--- config.mk ---
export PLATFORM = sky130hd
export DESIGN_NAME = qph_ram
export DESIGN_NICKNAME = d
export VERILOG_FILES = /design/src/hdl/qph_ram.sv
export SDC_FILE = /design/constraint.sdc
export NUM_CORES = 1
export LEC_CHECK = 0
export BUFFER_PORTS_ARGS = -buffer_cell sky130_fd_sc_hd__buf_2
export CORE_ASPECT_RATIO = 0.6
export CORE_MARGIN = 5
export CORE_UTILIZATION = 45
export CTS_CLUSTER_DIAMETER = 150
export DETAILED_ROUTE_END_ITERATION = 10
export GPL_TIMING_DRIVEN = 0
export SYNTH_ARGS = -nofsm -noshare
export SYNTH_HDL_FRONTEND = slang
export SYNTH_SLANG_ARGS = --single-unit
--- constraint.sdc ---
create_clock -name i_clk -period 1.7 [get_ports i_clk]
set_clock_uncertainty 0.2 [all_clocks]
set_input_delay 0.085 -clock i_clk [delete_from_list [all_inputs] [get_ports i_clk]]
set_output_delay 0.085 -clock i_clk [all_outputs]
set_load 0.05 [all_outputs]
--- src/hdl/qph_ram.sv ---
// generic single write port ram with registered read
module qph_ram #(
    parameter int WIDTH = 8,
    parameter int DEPTH = 16
) (
    input  logic                     i_clk,
    input  logic                     i_we,
    input  logic [$clog2(DEPTH)-1:0] i_waddr,
    input  logic [WIDTH-1:0]         i_wdata,
    input  logic [$clog2(DEPTH)-1:0] i_raddr,
    output logic [WIDTH-1:0]         o_rdata
);

    logic [WIDTH-1:0] r_mem [DEPTH];
    logic [WIDTH-1:0] r_rdata;

    // write and registered read
    always_ff @(posedge i_clk) begin
        if (i_we) begin
            r_mem[i_waddr] <= i_wdata;
        end
        r_rdata <= r_mem[i_raddr];
    end

    assign o_rdata = r_rdata;

endmodule

=== Word level (Yosys, flattened, before mapping) ===
Memory sizes are Yosys's and may differ from the RTL's. A register that Yosys moved wholly into a read port is not among the register bits.
Cells that the tools add are included.

* Bits of input ports: 18
* Memories: 1
* Logic and storage cells: 3
* Register bits: 0
* Memory bits (writable): 128
* Output and inout port bits: 8

{| class="wikitable"
|+ Memory list
! name !! words !! bits a word !! rd ports !! clocked after memory_dff !! write ports !! line !! text
|-
| r_mem || 16 || 8 || 1 || 1 || 1 || 14 || <nowiki>logic [WIDTH-1:0] r_mem [DEPTH];</nowiki>
|}

* Muxes and demuxes: 2

{| class="wikitable"
|+ Operators with widths
! cell !! number
|-
| $mux W1 || 2
|}

=== Depth between registers and ports, before layout ===
* Depth in word-level cells: 2
* Gate-level depth with buffers: 5
* Gate-level depth less buffers: 3

=== Worst setup path after synthesis ===
Ideal clock, no wire load.

* Kind: input-to-reg
* Start: input port i_waddr[2]
* End: memory r_mem[0][0], enable pin
* Data required time: 1.117 ns
* Library setup time: 0.383 ns
* Path buffers: 0
* Cell stages on the path: 2
* Data arrival time: 1.195 ns
* Path slack: -0.078 ns
* Path through: or3b_2 -> nor3_1

{| class="wikitable"
|+ RTL lines
! what !! line !! text
|-
| start: declaration || 8 || <nowiki>input logic [$clog2(DEPTH)-1:0] i_waddr,</nowiki>
|-
| end: declaration || 14 ||
|}

No word-level cell before the write port.

=== Final worst setup path ===
* Start: input port i_waddr[1]
* End: memory r_mem[0][1], enable pin

No word-level cell before the write port.

==> impl_metrics.csv <==
group,metric,value,unit
synthesis,ys_seq_area_share,77.8,%
power_and_ir_drop,p_sw_share,20.1,%
clock_network,htree_num_levels,4,
clock_network,clk_pin_slew,0.06,ns
drt,drt_iter0_drc,241,
die,die_w,148,µm
clock_network,cts-root-buf,"clkbuf_16",
synthesis,syn_nets,247,
die,core_area,11300,µm²
power_and_ir_drop,power_frac_seq,46.3,%
clock_network,cts_tree,"built",
timing,worst_pin_slew,1.20,ns
cells_and_area,drive_above_1_share,29.1,%
cells_and_area,nets,302,
drt,vias_per_cell,5.53,
synthesis,synth_seq_cells,136,
clock_network,clock_latency,0.40,ns
clock_network,clock-sinks,136,
timing,post-route-period-util,95.1,%
synthesis,synth.most_common_cell,"edfxtp_1",
clock_network,clk_path_buf_depth,2,
cells_and_area,antennaDiodeCount,0,
die,die-height,92.8,µm
die,io_pins,26,
synthesis,yosys_warnings,0,
timing,tns,0,ns
die,die_area,13700,µm²
setup_path,cp.required,1.54,ns
global_route,gr-total-overflow,0,
place,io_buffers,24,
setup_path,end_kind,"flip-flop",
run_status,violations,"negative hold slack",
setup_path,arrival,1.45,ns
synthesis,avgSynthCellArea,22.5,µm²
timing,drv_slew,0,
timing,holdWs,-0.0100,ns
power_and_ir_drop,p_comb_share,5.7,%
die,num_rows,30,
global_route,grt_pass1_wl,15200,µm
setup_path,critPathMaxFanout,8,
drt,drc,0,
synthesis,yosys.area.top_type,"edfxtp_1",
drt,wl_met2,4620,µm
synthesis,yosysUniqueCellTypes,19,
drt,via_count,2431,
setup_path,critical_path_class,"input pin to flip-flop",
global_route,antenna_found_initial,0,
drt,drt-met1-wl,5040,µm
global_route,grt_max_degree,17,
timing,clock.fmax,619,MHz
synthesis,synth_ff_type,"edfxtp_1",
synthesis,synth_edf_count,128,
global_route,grt_pass1_vias,2428,
timing,setup_viol,0,
drt,dr.pass1.iters,4,
cells_and_area,fin_cells,440,
power_and_ir_drop,clkPwrFrac,48.0,%
timing,period_needed,1.62,ns
cells_and_area,syn_to_final_growth,20.7,%
place,gp_congestion,0.708,
timing,relSlewSlack,19.4,%
power_and_ir_drop,p_leak,2.10,nW
power_and_ir_drop,power_switching,1.64,mW
synthesis,synth.area.top_cells,"edfxtp_1 75%, mux4_2 7.9%, mux4_1 7.1%",
drt,dr_wl_met3,677,µm
clock_network,cts_buffers,17,
synthesis,synth.top_cells.by_count,"128 x edfxtp_1, 18 x mux4_2, 16 x a22oi_1",
timing,hold_violations,16,
synthesis,synth_cells,229,
power_and_ir_drop,p_int,6.51,mW
flow_run,max-cap-violations,0,
drt,routed_wl,10400,µm
timing,rsz0062_at_grt,"false",
drt,wl_per_cell,23.7,µm
place,placedCellCount,397,
die,start_util,45.7,%
synthesis,syn-cell-area,5150,µm²
power_and_ir_drop,ir_worst_vdd,862,µV
worst_hold_path,worstHoldPathType,"input pin to flip-flop",
global_route,grt_util_all_layers,16.1,%
setup_path,worst_setup_path_start_kind,"input pin",
drt,ant_nets,0,
setup_path,rrSetupSlack,0.10,ns
run_status,status,"finished, violations left",
setup_path,reg2reg_depth,3,
drt,dr.max_layer_used,"met4",
worst_hold_path,min_path_cells,2,
place,place.detailed.hpwl,6600,µm
synthesis,synth_top_area_share,74.7,%
power_and_ir_drop,power.density,1310,nW/µm²
synthesis,synthArstFlopShare,0,%
-- registers in the layout, summed over array words and instances (netlist names) --
| signal | count |
|---|---|
| r_mem | 128 |
| o_rdata | 8 |
-- path summary, 6_finish.rpt --
check / from / endpoint
hold / removal: i_waddr[0] / r_mem[12][5]
setup / recovery: i_waddr[1] / r_mem[0][1]
setup reg to reg: r_mem[9][2] / o_rdata[2]
hold reg to reg: r_mem[8][4] / o_rdata[4]
-- metal layers --
| layer | vias up | GRT usage [%] |
|---|---|---|
| met1 | 1271 | 24.4 |
| met5 | - | 0 |
| met3 | 8 | 4.79 |
| li1 | 1086 | - |
| met2 | 66 | 22.2 |
| met4 | 0 | 5.53 |
-- worst max-delay path: stages --
cell,delay (ns)
buf_2,0.15
dlygate4sd3_1,0.60
nor3_2,0.61
-- power groups by stage --
stage          registers [mW]  clock network (mW)  logic (mW)
2_1_floorplan            3.91                   0       0.191
3_3_place_gp             3.83                   0       0.439
3_5_place_dp             3.84                   0       0.444
4_1_cts                  3.77                3.96       0.467
5_1_grt                  3.77                4.13       0.493
6_report                 3.77                3.91       0.464
-- final cells by class --
cell class	count	area, µm²
buffer	10	86.3
clock buffer	18	429
clock inverter	13	203
fill	863	5050
multi-input combinational	83	1070
sequential	136	4000
tap	144	180
timing repair buffer	36	240
-- cells in the final DEF (no fill, tap or decap), types with 3 or more instances in the layout --
| master | instances |
|---|---|
| mux4_2 | 18 |
| mux4_1 | 14 |
| edfxtp_1 | 128 |
| clkdlybuf4s25_2 | 3 |
| buf_2 | 27 |
| bufinv_16 | 5 |
| nor2_1 | 13 |
| nand2_1 | 9 |
| clkbuf_16 | 17 |
| buf_6 | 3 |
| clkinv_2 | 4 |
| dlygate4sd3_1 | 12 |
| a22oi_1 | 16 |
| dfxtp_1 | 8 |
| nor3_2 | 3 |
-- repair_timing --
item	4_1_cts	5_1_grt
setup buffers	0	0
resized for setup	0	1
hold endpoints to repair	138	0
endpoints found under the setup margin	0	8
hold buffers	12	0
-- kinds of logic (layout without fill, tap and decap cells) --
| kind of cell | after synthesis | after routing | synth area share (%) |
|---|---|---|---|
| compound gates | 16 | 16 | 2.33 |
| simple gates | 35 | 35 | 3.18 |
| flops | 136 | 136 | 77.8 |
| mux | 32 | 32 | 15.0 |
| buf+inv | 10 | 77 | 1.68 |
-- per-stage QoR --
stage / hold WS, ns / worst slack [ns] / area (µm²) / util, % / total power [mW]
after CTS: 0.00341 / 0.0564 / 6200 / 55.1 / 8.20
after global placement: 0.296 / -0.371 / 5450 / 48.4 / 4.27
final: -0.0100 / 0.0836 / 6210 / 55.2 / 8.14
after floorplan: -0.0161 / 0.149 / 5150 / - / 4.10
after detailed placement: 0.310 / -0.373 / 5450 / 48.4 / 4.28
after global routing: 0.00125 / 0.0149 / 6210 / 55.2 / 8.39
(Power assumes the default switching activity.)
