===== src/hdl/qph_pkg.sv =====
// shared constants and codes for the quadratic probe hash table
package qph_pkg;

    // store geometry
    localparam int DEPTH   = 1024;
    localparam int IDX_W   = $clog2(DEPTH);
    localparam int CAP_W   = IDX_W + 1;
    localparam int KEY_W   = 64;
    localparam int VAL_W   = 32;
    localparam int ST_W    = 2;
    localparam int WORD_W  = ST_W + KEY_W + VAL_W;

    // hash mixing
    localparam logic [KEY_W-1:0] MIX_C1    = 64'hff51afd7ed558ccd;
    localparam logic [KEY_W-1:0] MIX_C2    = 64'hc4ceb9fe1a85ec53;
    localparam int               MIX_SHIFT = 33;
    localparam int               MOD_BITS  = 4;
    localparam int               MOD_STEPS = KEY_W / MOD_BITS;
    localparam int               MOD_CNT_W = $clog2(MOD_STEPS);

    // configuration
    localparam logic             REG_CAPACITY = 1'b0;
    localparam logic [CAP_W-1:0] CAP_RESET    = CAP_W'(1021);

    // commands, the spare code behaves as a get
    localparam logic [1:0] CMD_GET    = 2'd0;
    localparam logic [1:0] CMD_PUT    = 2'd1;
    localparam logic [1:0] CMD_REMOVE = 2'd2;
    localparam logic [1:0] CMD_SPARE  = 2'd3;

    // result status
    localparam logic [1:0] RES_FOUND    = 2'd0;
    localparam logic [1:0] RES_INSERTED = 2'd1;
    localparam logic [1:0] RES_NOTFOUND = 2'd2;
    localparam logic [1:0] RES_FULL     = 2'd3;

    // slot status
    localparam logic [ST_W-1:0] SLOT_FREE = 2'd0;
    localparam logic [ST_W-1:0] SLOT_USED = 2'd1;
    localparam logic [ST_W-1:0] SLOT_DEL  = 2'd2;

endpackage


===== src/hdl/qph_hash.sv =====
// key mixer and start index reduction modulo the capacity
module qph_hash import qph_pkg::*; (
    input  logic             i_clk,
    input  logic             i_rst_n,
    input  logic             i_start,
    input  logic [KEY_W-1:0] i_key,
    input  logic [CAP_W-1:0] i_cap,
    output logic             o_done,
    output logic [IDX_W-1:0] o_idx
);

    typedef enum logic [1:0] {H_IDLE, H_MUL, H_MOD} t_hstate;

    t_hstate              r_state;
    logic [KEY_W-1:0]     r_h;
    logic [KEY_W-1:0]     r_acc;
    logic [1:0]           r_ph;
    logic                 r_sel;
    logic [MOD_CNT_W-1:0] r_cnt;
    logic [CAP_W-1:0]     r_rem;
    logic                 r_done;

    logic [31:0]      mul_a;
    logic [31:0]      mul_b;
    logic [KEY_W-1:0] mul_c;
    logic [KEY_W-1:0] prod;
    logic [KEY_W-1:0] acc_sum;
    logic [KEY_W-1:0] mixed;
    logic [KEY_W-1:0] remapped;
    logic [CAP_W-1:0] n_rem;
    logic [CAP_W:0]   ext;

    // one 32x32 partial product per cycle, low 64 bits only
    assign mul_c   = r_sel ? MIX_C2 : MIX_C1;
    assign mul_a   = (r_ph == 2'd1) ? r_h[KEY_W-1:32] : r_h[31:0];
    assign mul_b   = (r_ph == 2'd2) ? mul_c[KEY_W-1:32] : mul_c[31:0];
    assign prod    = KEY_W'(mul_a) * KEY_W'(mul_b);
    assign acc_sum = r_acc + {prod[31:0], 32'b0};
    assign mixed   = acc_sum ^ (acc_sum >> MIX_SHIFT);

    // zero and all-ones are remapped
    always_comb begin
        remapped = mixed;
        if (mixed == '0) begin
            remapped = KEY_W'(1);
        end else if (mixed == '1) begin
            remapped = ~KEY_W'(1);
        end
    end

    // restoring remainder, a few bits per cycle
    always_comb begin
        n_rem = r_rem;
        ext   = '0;
        for (int k = 0; k < MOD_BITS; k++) begin
            ext = {n_rem, r_h[KEY_W-1-k]};
            if (ext >= {1'b0, i_cap}) begin
                ext = ext - {1'b0, i_cap};
            end
            n_rem = ext[CAP_W-1:0];
        end
    end

    // sequencer
    always_ff @(posedge i_clk) begin
        if (!i_rst_n) begin
            r_state <= H_IDLE;
            r_done  <= 1'b0;
            r_ph    <= '0;
            r_sel   <= 1'b0;
            r_cnt   <= '0;
        end else begin
            case (r_state)
                H_IDLE: begin
                    r_done <= 1'b0;
                    if (i_start) begin
                        r_h     <= i_key ^ (i_key >> MIX_SHIFT);
                        r_ph    <= 2'd0;
                        r_sel   <= 1'b0;
                        r_state <= H_MUL;
                    end
                end
                H_MUL: begin
                    case (r_ph)
                        2'd0: begin
                            r_acc <= prod;
                            r_ph  <= 2'd1;
                        end
                        2'd1: begin
                            r_acc <= acc_sum;
                            r_ph  <= 2'd2;
                        end
                        default: begin
                            r_ph <= 2'd0;
                            if (r_sel) begin
                                r_h     <= remapped;
                                r_rem   <= '0;
                                r_cnt   <= '0;
                                r_state <= H_MOD;
                            end else begin
                                r_h   <= mixed;
                                r_sel <= 1'b1;
                            end
                        end
                    endcase
                end
                H_MOD: begin
                    r_rem  <= n_rem;
                    r_h    <= r_h << MOD_BITS;
                    r_cnt  <= r_cnt + 1'b1;
                    r_done <= (r_cnt == MOD_CNT_W'(MOD_STEPS - 1));
                    if (r_cnt == MOD_CNT_W'(MOD_STEPS - 1)) begin
                        r_state <= H_IDLE;
                    end
                end
                default: begin
                    r_done  <= 1'b0;
                    r_state <= H_IDLE;
                end
            endcase
        end
    end

    assign o_done = r_done;
    assign o_idx  = r_rem[IDX_W-1:0];

endmodule


===== config.mk =====
export PLATFORM = sky130hd
export DESIGN_NAME = qph_hash
export DESIGN_NICKNAME = d
export VERILOG_FILES = /design/src/hdl/qph_pkg.sv /design/src/hdl/qph_hash.sv
export SDC_FILE = /design/constraint.sdc
export NUM_CORES = 2
export LEC_CHECK = 0
export BUFFER_PORTS_ARGS = -buffer_cell sky130_fd_sc_hd__buf_2
export CAP_MARGIN = 20
export CELL_PAD_IN_SITES_DETAIL_PLACEMENT = 1
export CELL_PAD_IN_SITES_GLOBAL_PLACEMENT = 1
export CORE_UTILIZATION = 53
export DETAILED_ROUTE_END_ITERATION = 12
export PLACE_DENSITY_LB_ADDON = 0.1
export SYNTH_ARGS = -nofsm -noshare
export SYNTH_HDL_FRONTEND = slang
export SYNTH_SLANG_ARGS = --single-unit

===== constraint.sdc =====
create_clock -name i_clk -period 12.3 [get_ports i_clk]
set_input_delay 1.845 -clock i_clk [delete_from_list [all_inputs] [get_ports i_clk]]
set_output_delay 1.845 -clock i_clk [all_outputs]
set_load 0.1 [all_outputs]

### Word-level counts from Yosys, hierarchy flattened

Cells that the tools add are included.

* eq/ne operators: 10
* reduce and logical (&&, ||, !) cells: 15
* magnitude comparators: 4
* muxes and demuxes: 32
* add/subtract/negate cells: 6
* $mul: 1
* bitwise logic cells: 2

Operator list (count)
* 64-bit two-way mux: 5
* 64-bit case mux with 3 select lines: 1
* 64-bit case mux with 2 select lines: 1
* 64-bit by 31-bit bitwise XOR with 64-bit output: 2
* 11-bit two-way mux: 6
* 64-bit adder: 1
* 64-bit == test, second input constant: 1
* 64-bit logical NOT: 1
* 32-bit by 32-bit multiplier with 64-bit output: 1
* 32-bit two-way mux: 2
* 62-bit two-way mux: 1
* 12-bit by 11-bit >= comparator with 1-bit output: 4
* 11-bit subtractor: 4
* 11-bit case mux with 2 select lines: 1
* 4-bit AND reduction: 3
* 2-bit two-way mux: 5
* 3-bit AND reduction: 3
* 4-bit two-way mux: 2
* 2-bit inequality test, second input constant: 4
* 2-bit case mux with 2 select lines: 2
* 4-bit case mux with 2 select lines: 1
* 2-bit case mux with 3 select lines: 1
* 2-bit nonzero test: 3
* 4-bit by 1-bit adder with 4-bit output, second input constant: 1
* 9 further kinds: 14

* bits in registers: 149
* word-level logic and storage cells: 78
* input port bits: 78

### Depth between registers and ports, before layout

* depth after elaboration: 11
* mapped depth: 47

### Worst setup path after synthesis

Ideal clock, no wire load.

* path type: input to register
* start point: input i_cap[0]
* end point: register r_rem[0] (data pin)
* stages: 40
* data arrival time: 10436 ps
* slack: 1609 ps
* path buffers: 2
* path through: ha_1 > inv_1 > fa_1 > a21o_1 > a21o_1 > a221oi_2 > a2bb2oi_1 > nand2_1 > clkbuf_1 > o21ai_0 > fa_1 > o21ai_0 > a21oi_1 > o211a_1 > nor3_1 > o21ai_0 > a21oi_1 > nor2_1 > [4 not listed] > a21boi_0 > o41ai_1 > o21ai_0 > o21a_1 > a2111oi_0 > nor2_1 > clkbuf_1 > o21ai_0 > fa_1 > nor2b_1 > o21ai_0 > nand2b_1 > a221oi_1 > o21ai_0 > a21oi_1 > o21ai_0 > or3_1 > o211a_1

* longest elaborated chain between the ends: 9
* elaborated cells on any way between the ends: 13

RTL lines
* start: declaration: line qph_hash.sv:7 `input logic [CAP_W-1:0] i_cap,`
* 11-bit subtractor / 12-bit by 11-bit >= comparator with 1-bit output (equally long branches): line qph_hash.sv:58, qph_hash.sv:57
* 11-bit two-way mux: line qph_hash.sv:57 `if (ext >= {1'b0, i_cap}) begin`
* 11-bit subtractor / 12-bit by 11-bit >= comparator with 1-bit output (equally long branches): line qph_hash.sv:58, qph_hash.sv:57
* 11-bit two-way mux: line qph_hash.sv:57
* 11-bit subtractor / 12-bit by 11-bit >= comparator with 1-bit output (equally long branches): line qph_hash.sv:58, qph_hash.sv:57
* 11-bit two-way mux: line qph_hash.sv:57
* 12-bit by 11-bit >= comparator with 1-bit output: line qph_hash.sv:57
* 11-bit two-way mux (*): line qph_hash.sv:57
* 11-bit case mux with 2 select lines (*): line qph_hash.sv:73 `case (r_state)`
* end signal: assignment: line qph_hash.sv:108 `r_rem <= n_rem;`
* end: declaration: line qph_hash.sv:20 `logic [CAP_W-1:0] r_rem;`

Every way passes the cells marked *; elsewhere a longest branch is shown, timed or not.
A chain may end at the register's enable or synchronous reset.

### Worst setup path in the final report

* start point: register r_ph[1]
* end point: register r_h[0] (data pin)

* longest elaborated chain between the ends: 11
* elaborated cells on any way between the ends: 14

RTL lines
* start: declaration: line qph_hash.sv:17 `logic [1:0] r_ph;`
* start signal: assignment: line qph_hash.sv:69 `r_ph <= '0;`
* start signal: assignment: line qph_hash.sv:78 `r_ph <= 2'd0;`
* start signal: assignment: line qph_hash.sv:87 `r_ph <= 2'd1;`
* 2-bit by 1-bit == test with 1-bit output / 2-bit == test (equally long branches): line qph_hash.sv:35, qph_hash.sv:36
* 32-bit two-way mux, on equally long branches: line qph_hash.sv:35, qph_hash.sv:36
* 32-bit by 32-bit multiplier with 64-bit output (*): line qph_hash.sv:37 `assign prod = KEY_W'(mul_a) * KEY_W'(mul_b);`
* 64-bit adder (*): line qph_hash.sv:38 `assign acc_sum = r_acc + {prod[31:0], 32'b0};`
* 64-bit by 31-bit bitwise XOR with 64-bit output (*): line qph_hash.sv:39 `assign mixed = acc_sum ^ (acc_sum >> MIX_SHIFT);`
* 64-bit == test: line qph_hash.sv:46 `end else if (mixed == '1) begin`
* 64-bit two-way mux: line qph_hash.sv:46
* 64-bit two-way mux: line qph_hash.sv:44 `if (mixed == '0) begin`
* 64-bit two-way mux (*): line qph_hash.sv:95 `if (r_sel) begin`
* 64-bit two-way mux (*): line qph_hash.sv:84 `case (r_ph)`
* 64-bit case mux with 3 select lines (*): line qph_hash.sv:73
* end signal: assignment: line qph_hash.sv:77 `r_h <= i_key ^ (i_key >> MIX_SHIFT);`
* end signal: assignment: line qph_hash.sv:96 `r_h <= remapped;`
* end signal: assignment: line qph_hash.sv:101 `r_h <= mixed;`
* end: declaration: line qph_hash.sv:15 `logic [KEY_W-1:0] r_h;`

Every way passes the cells marked *; elsewhere a longest branch is shown, timed or not. The select of a mux whose other input is x is not followed.

==> results.sh <==
export IMPL_synthToLayoutAreaGrowth_pct=6.46
export IMPL_wire_per_inst_um=29.2
export IMPL_row_count=101
export IMPL_syn_inst=4304
export IMPL_hold_path_class="reg -> reg"
export IMPL_synthArstFlopShare_pct=0
export IMPL_syn_cell_area_mm2=0.0410
export IMPL_die_h_um=280
export IMPL_r2r_slack_ns=0.42
export IMPL_fmax_mhz=84.2
export IMPL_ant_nets=0
export IMPL_start_util_pct=53.8
export IMPL_synthMostInstantiatedCell="inv_1"
export IMPL_finalHoldViolCount=0
export IMPL_synth_edf_count=139
export IMPL_totalWireLength_mm=159
export IMPL_reg2reg_to="r_h[0]"
export IMPL_avgSynthCellArea_um2=9.52
export IMPL_ios=89
export IMPL_grt_pass1_wl_mm=234
export IMPL_skew_ns=0.0124
export IMPL_whs_path_depth=2
export IMPL_dpl_hpwl_mm=140
export IMPL_cp_common_cell="fa_1"
export IMPL_antenna_found_initial=2
export IMPL_vias=32526
export IMPL_yosys_top_cells_area="fa_1, ha_1, edfxtp_1"
export IMPL_critPathKind="reg -> reg"
export IMPL_drv_slew=0
export IMPL_clk_pin_slew_ns=0.07
export IMPL_synth_top_area_cell="fa_1"
export IMPL_drt_iter0_markers=2806
export IMPL_grt_max_degree=69
export IMPL_tritoncts_num_buffers=17
export IMPL_synth_commonest_cells="inv_1, fa_1, ha_1"
export IMPL_period_share_pct=96.6
export IMPL_cts_tree="done"
export IMPL_clkLatencyLatePin_ns=0.45
export IMPL_fin_crit_ns=11.88
export IMPL_setup_violations=0
export IMPL_vias_per_cell=5.99
export IMPL_slew_headroom_pct=24.9
export IMPL_pre_cts_slack_ns=0.291
export IMPL_ys_types=83
export IMPL_syn_nets=5624
export IMPL_yosysTopAreaCellShare_pct=42.3
export IMPL_drv_cap=0
export IMPL_status="finished, final reports clean"
export IMPL_critPathMaxStageDelay_ns=0.72
export IMPL_crit_fanout=30
export IMPL_io_buffers=88
export IMPL_cts_htree_levels=4
export IMPL_grt_remaining_overflow=0
export IMPL_final_net_count=5707
export IMPL_cts_sinks=149
export IMPL_grt_pass1_vias=35722
export IMPL_synth_flop_cell="edfxtp_1"
export IMPL_grt_usage_pct=41.8
export IMPL_synth_seq_area_share_pct=10.7
export IMPL_critPathCaptureType="register"
export IMPL_cp_required_ns=12.62
export IMPL_ys_ff_latch=149
export IMPL_worstReg2RegStart="r_ph[1]"
export IMPL_root_buffer="clkbuf_16"
export IMPL_drc_errors=0
export IMPL_whs_endpoint="r_cnt[1]"
export IMPL_cts_buffer_depth=2
export IMPL_worstPathArrival_ns=12.20
export IMPL_dieArea_mm2=0.0785
export IMPL_setup_ws_ns=0.423
export IMPL_gp_congestion=1.02
export IMPL_start_kind="register"
export IMPL_yosys_warnings=0
export IMPL_die_x_um=280
export IMPL_dr_pass1_iters=7
export IMPL_rr_worst_depth=38
export IMPL_drive_gt1_share_pct=6.25
export IMPL_coreArea_mm2=0.0762
export IMPL_hold_start="r_cnt[1]"
export IMPL_cp_slowest_cell="xor2_1"
export IMPL_worst_slew_pin_slew_ns=1.12
==> state kept, by name, summed over array words and instances, names as in the netlist <==
name	count
r_h	64
r_ph	2
r_state	2
o_done	1
r_rem	11
r_acc	64
r_cnt	4
r_sel	1
==> worst max-delay path by stage <==
stage              from   endpoint  slack (ns)
6_report        r_ph[1]     r_h[0]        0.42
5_1_grt        i_cap[1]  r_rem[10]       -0.01
4_1_cts         r_ph[1]     r_h[0]        0.55
3_5_place_dp   i_cap[1]   r_rem[1]        0.29
3_3_place_gp   i_cap[1]   r_rem[1]        0.52
2_1_floorplan  i_cap[0]   r_rem[0]        1.61
==> stage by stage <==
step	hold WS (ns)	setup TNS, ns	std cells	area (um2)	utilization (%)
final	0.525	0	5431	43600	57.3
after global routing	0.540	-0.0159	5429	43600	57.3
after CTS	0.517	0	5428	43600	57.2
after detailed placement	0.509	0	5397	43000	56.5
after global placement	0.489	0	5397	43000	56.5
after floorplan	0.472	0	4304	41000	-
==> worst max-delay path: cells and delay by family (launching register included) <==
| kind | cells | cell delay (ns) |
|---|---|---|
| adder cells (fa/ha/maj) | 10 | 4.40 |
| AO/OA/AOI/OAI | 9 | 1.93 |
| AND/OR/NAND/NOR | 13 | 3.52 |
| flip-flops | 1 | 0.51 |
| XOR/XNOR | 1 | 0.72 |
| buffers and inverters | 5 | 0.66 |
==> routing by layer <==
layer	vias to the layer above	routed length, um	track usage, %
met1	16821	59600	52.9
met5	-	0	0
met3	448	13400	8.06
li1	13679	-	-
met4	0	11900	26.0
met2	1578	73700	66.3
==> logic make-up (layout without fill, tap and decap cells) <==
group                    count (synthesis)  after routing  synth area share, %
AO/OA/AOI/OAI                          567            567                 8.99
XOR/XNOR                               175            175                 3.77
adder cells (fa/ha/maj)               1243           1243                 53.8
buffers and inverters                 1129           1224                 10.4
flip-flops                             149            149                 10.7
multiplexers                            50             50                 1.25
other                                    1              3              0.00915
AND/OR/NAND/NOR                        990            990                 11.1
==> layout make-up <==
class / instances / area (um2)
diodes: 2 / 5.00
clock buffers: 18 / 429
clock inverters: 13 / 134
fillers: 8732 / 32600
inverters: 1002 / 3760
multi-input cells: 3026 / 32400
flip-flops and latches: 149 / 4380
well taps: 1030 / 1290
repair buffers: 191 / 1230
==> placed cells by master (no fill, tap or decap), types with 15 or more instances in the layout <==
| cell type | n |
|---|---|
| and3_1 | 28 |
| nand2_1 | 339 |
| nor3_1 | 25 |
| a22oi_1 | 39 |
| o21bai_1 | 15 |
| buf_4 | 102 |
| edfxtp_1 | 139 |
| o221ai_1 | 24 |
| nand4_1 | 26 |
| nor2_1 | 322 |
| buf_2 | 88 |
| a21oi_1 | 183 |
| nand2b_1 | 45 |
| o211ai_1 | 15 |
| xnor2_1 | 120 |
| ha_1 | 373 |
| nand3_1 | 50 |
| fa_1 | 866 |
| a21o_1 | 64 |
| mux2i_1 | 39 |
| nor2b_1 | 22 |
| o21ai_0 | 93 |
| xor2_1 | 53 |
| o21a_1 | 15 |
| a31oi_1 | 20 |
| and2_1 | 59 |
| inv_1 | 999 |
| clkbuf_16 | 17 |
==> what timing repair did <==
action,4_1_cts,5_1_grt
gates resized for setup,0,5
setup endpoints to repair,0,12
hold buffers,0,0
setup buffers,0,1
Power is left out: the tool's default activity adds up to more than one toggle a clock period on the data nets, which glitch-free logic cannot reach.
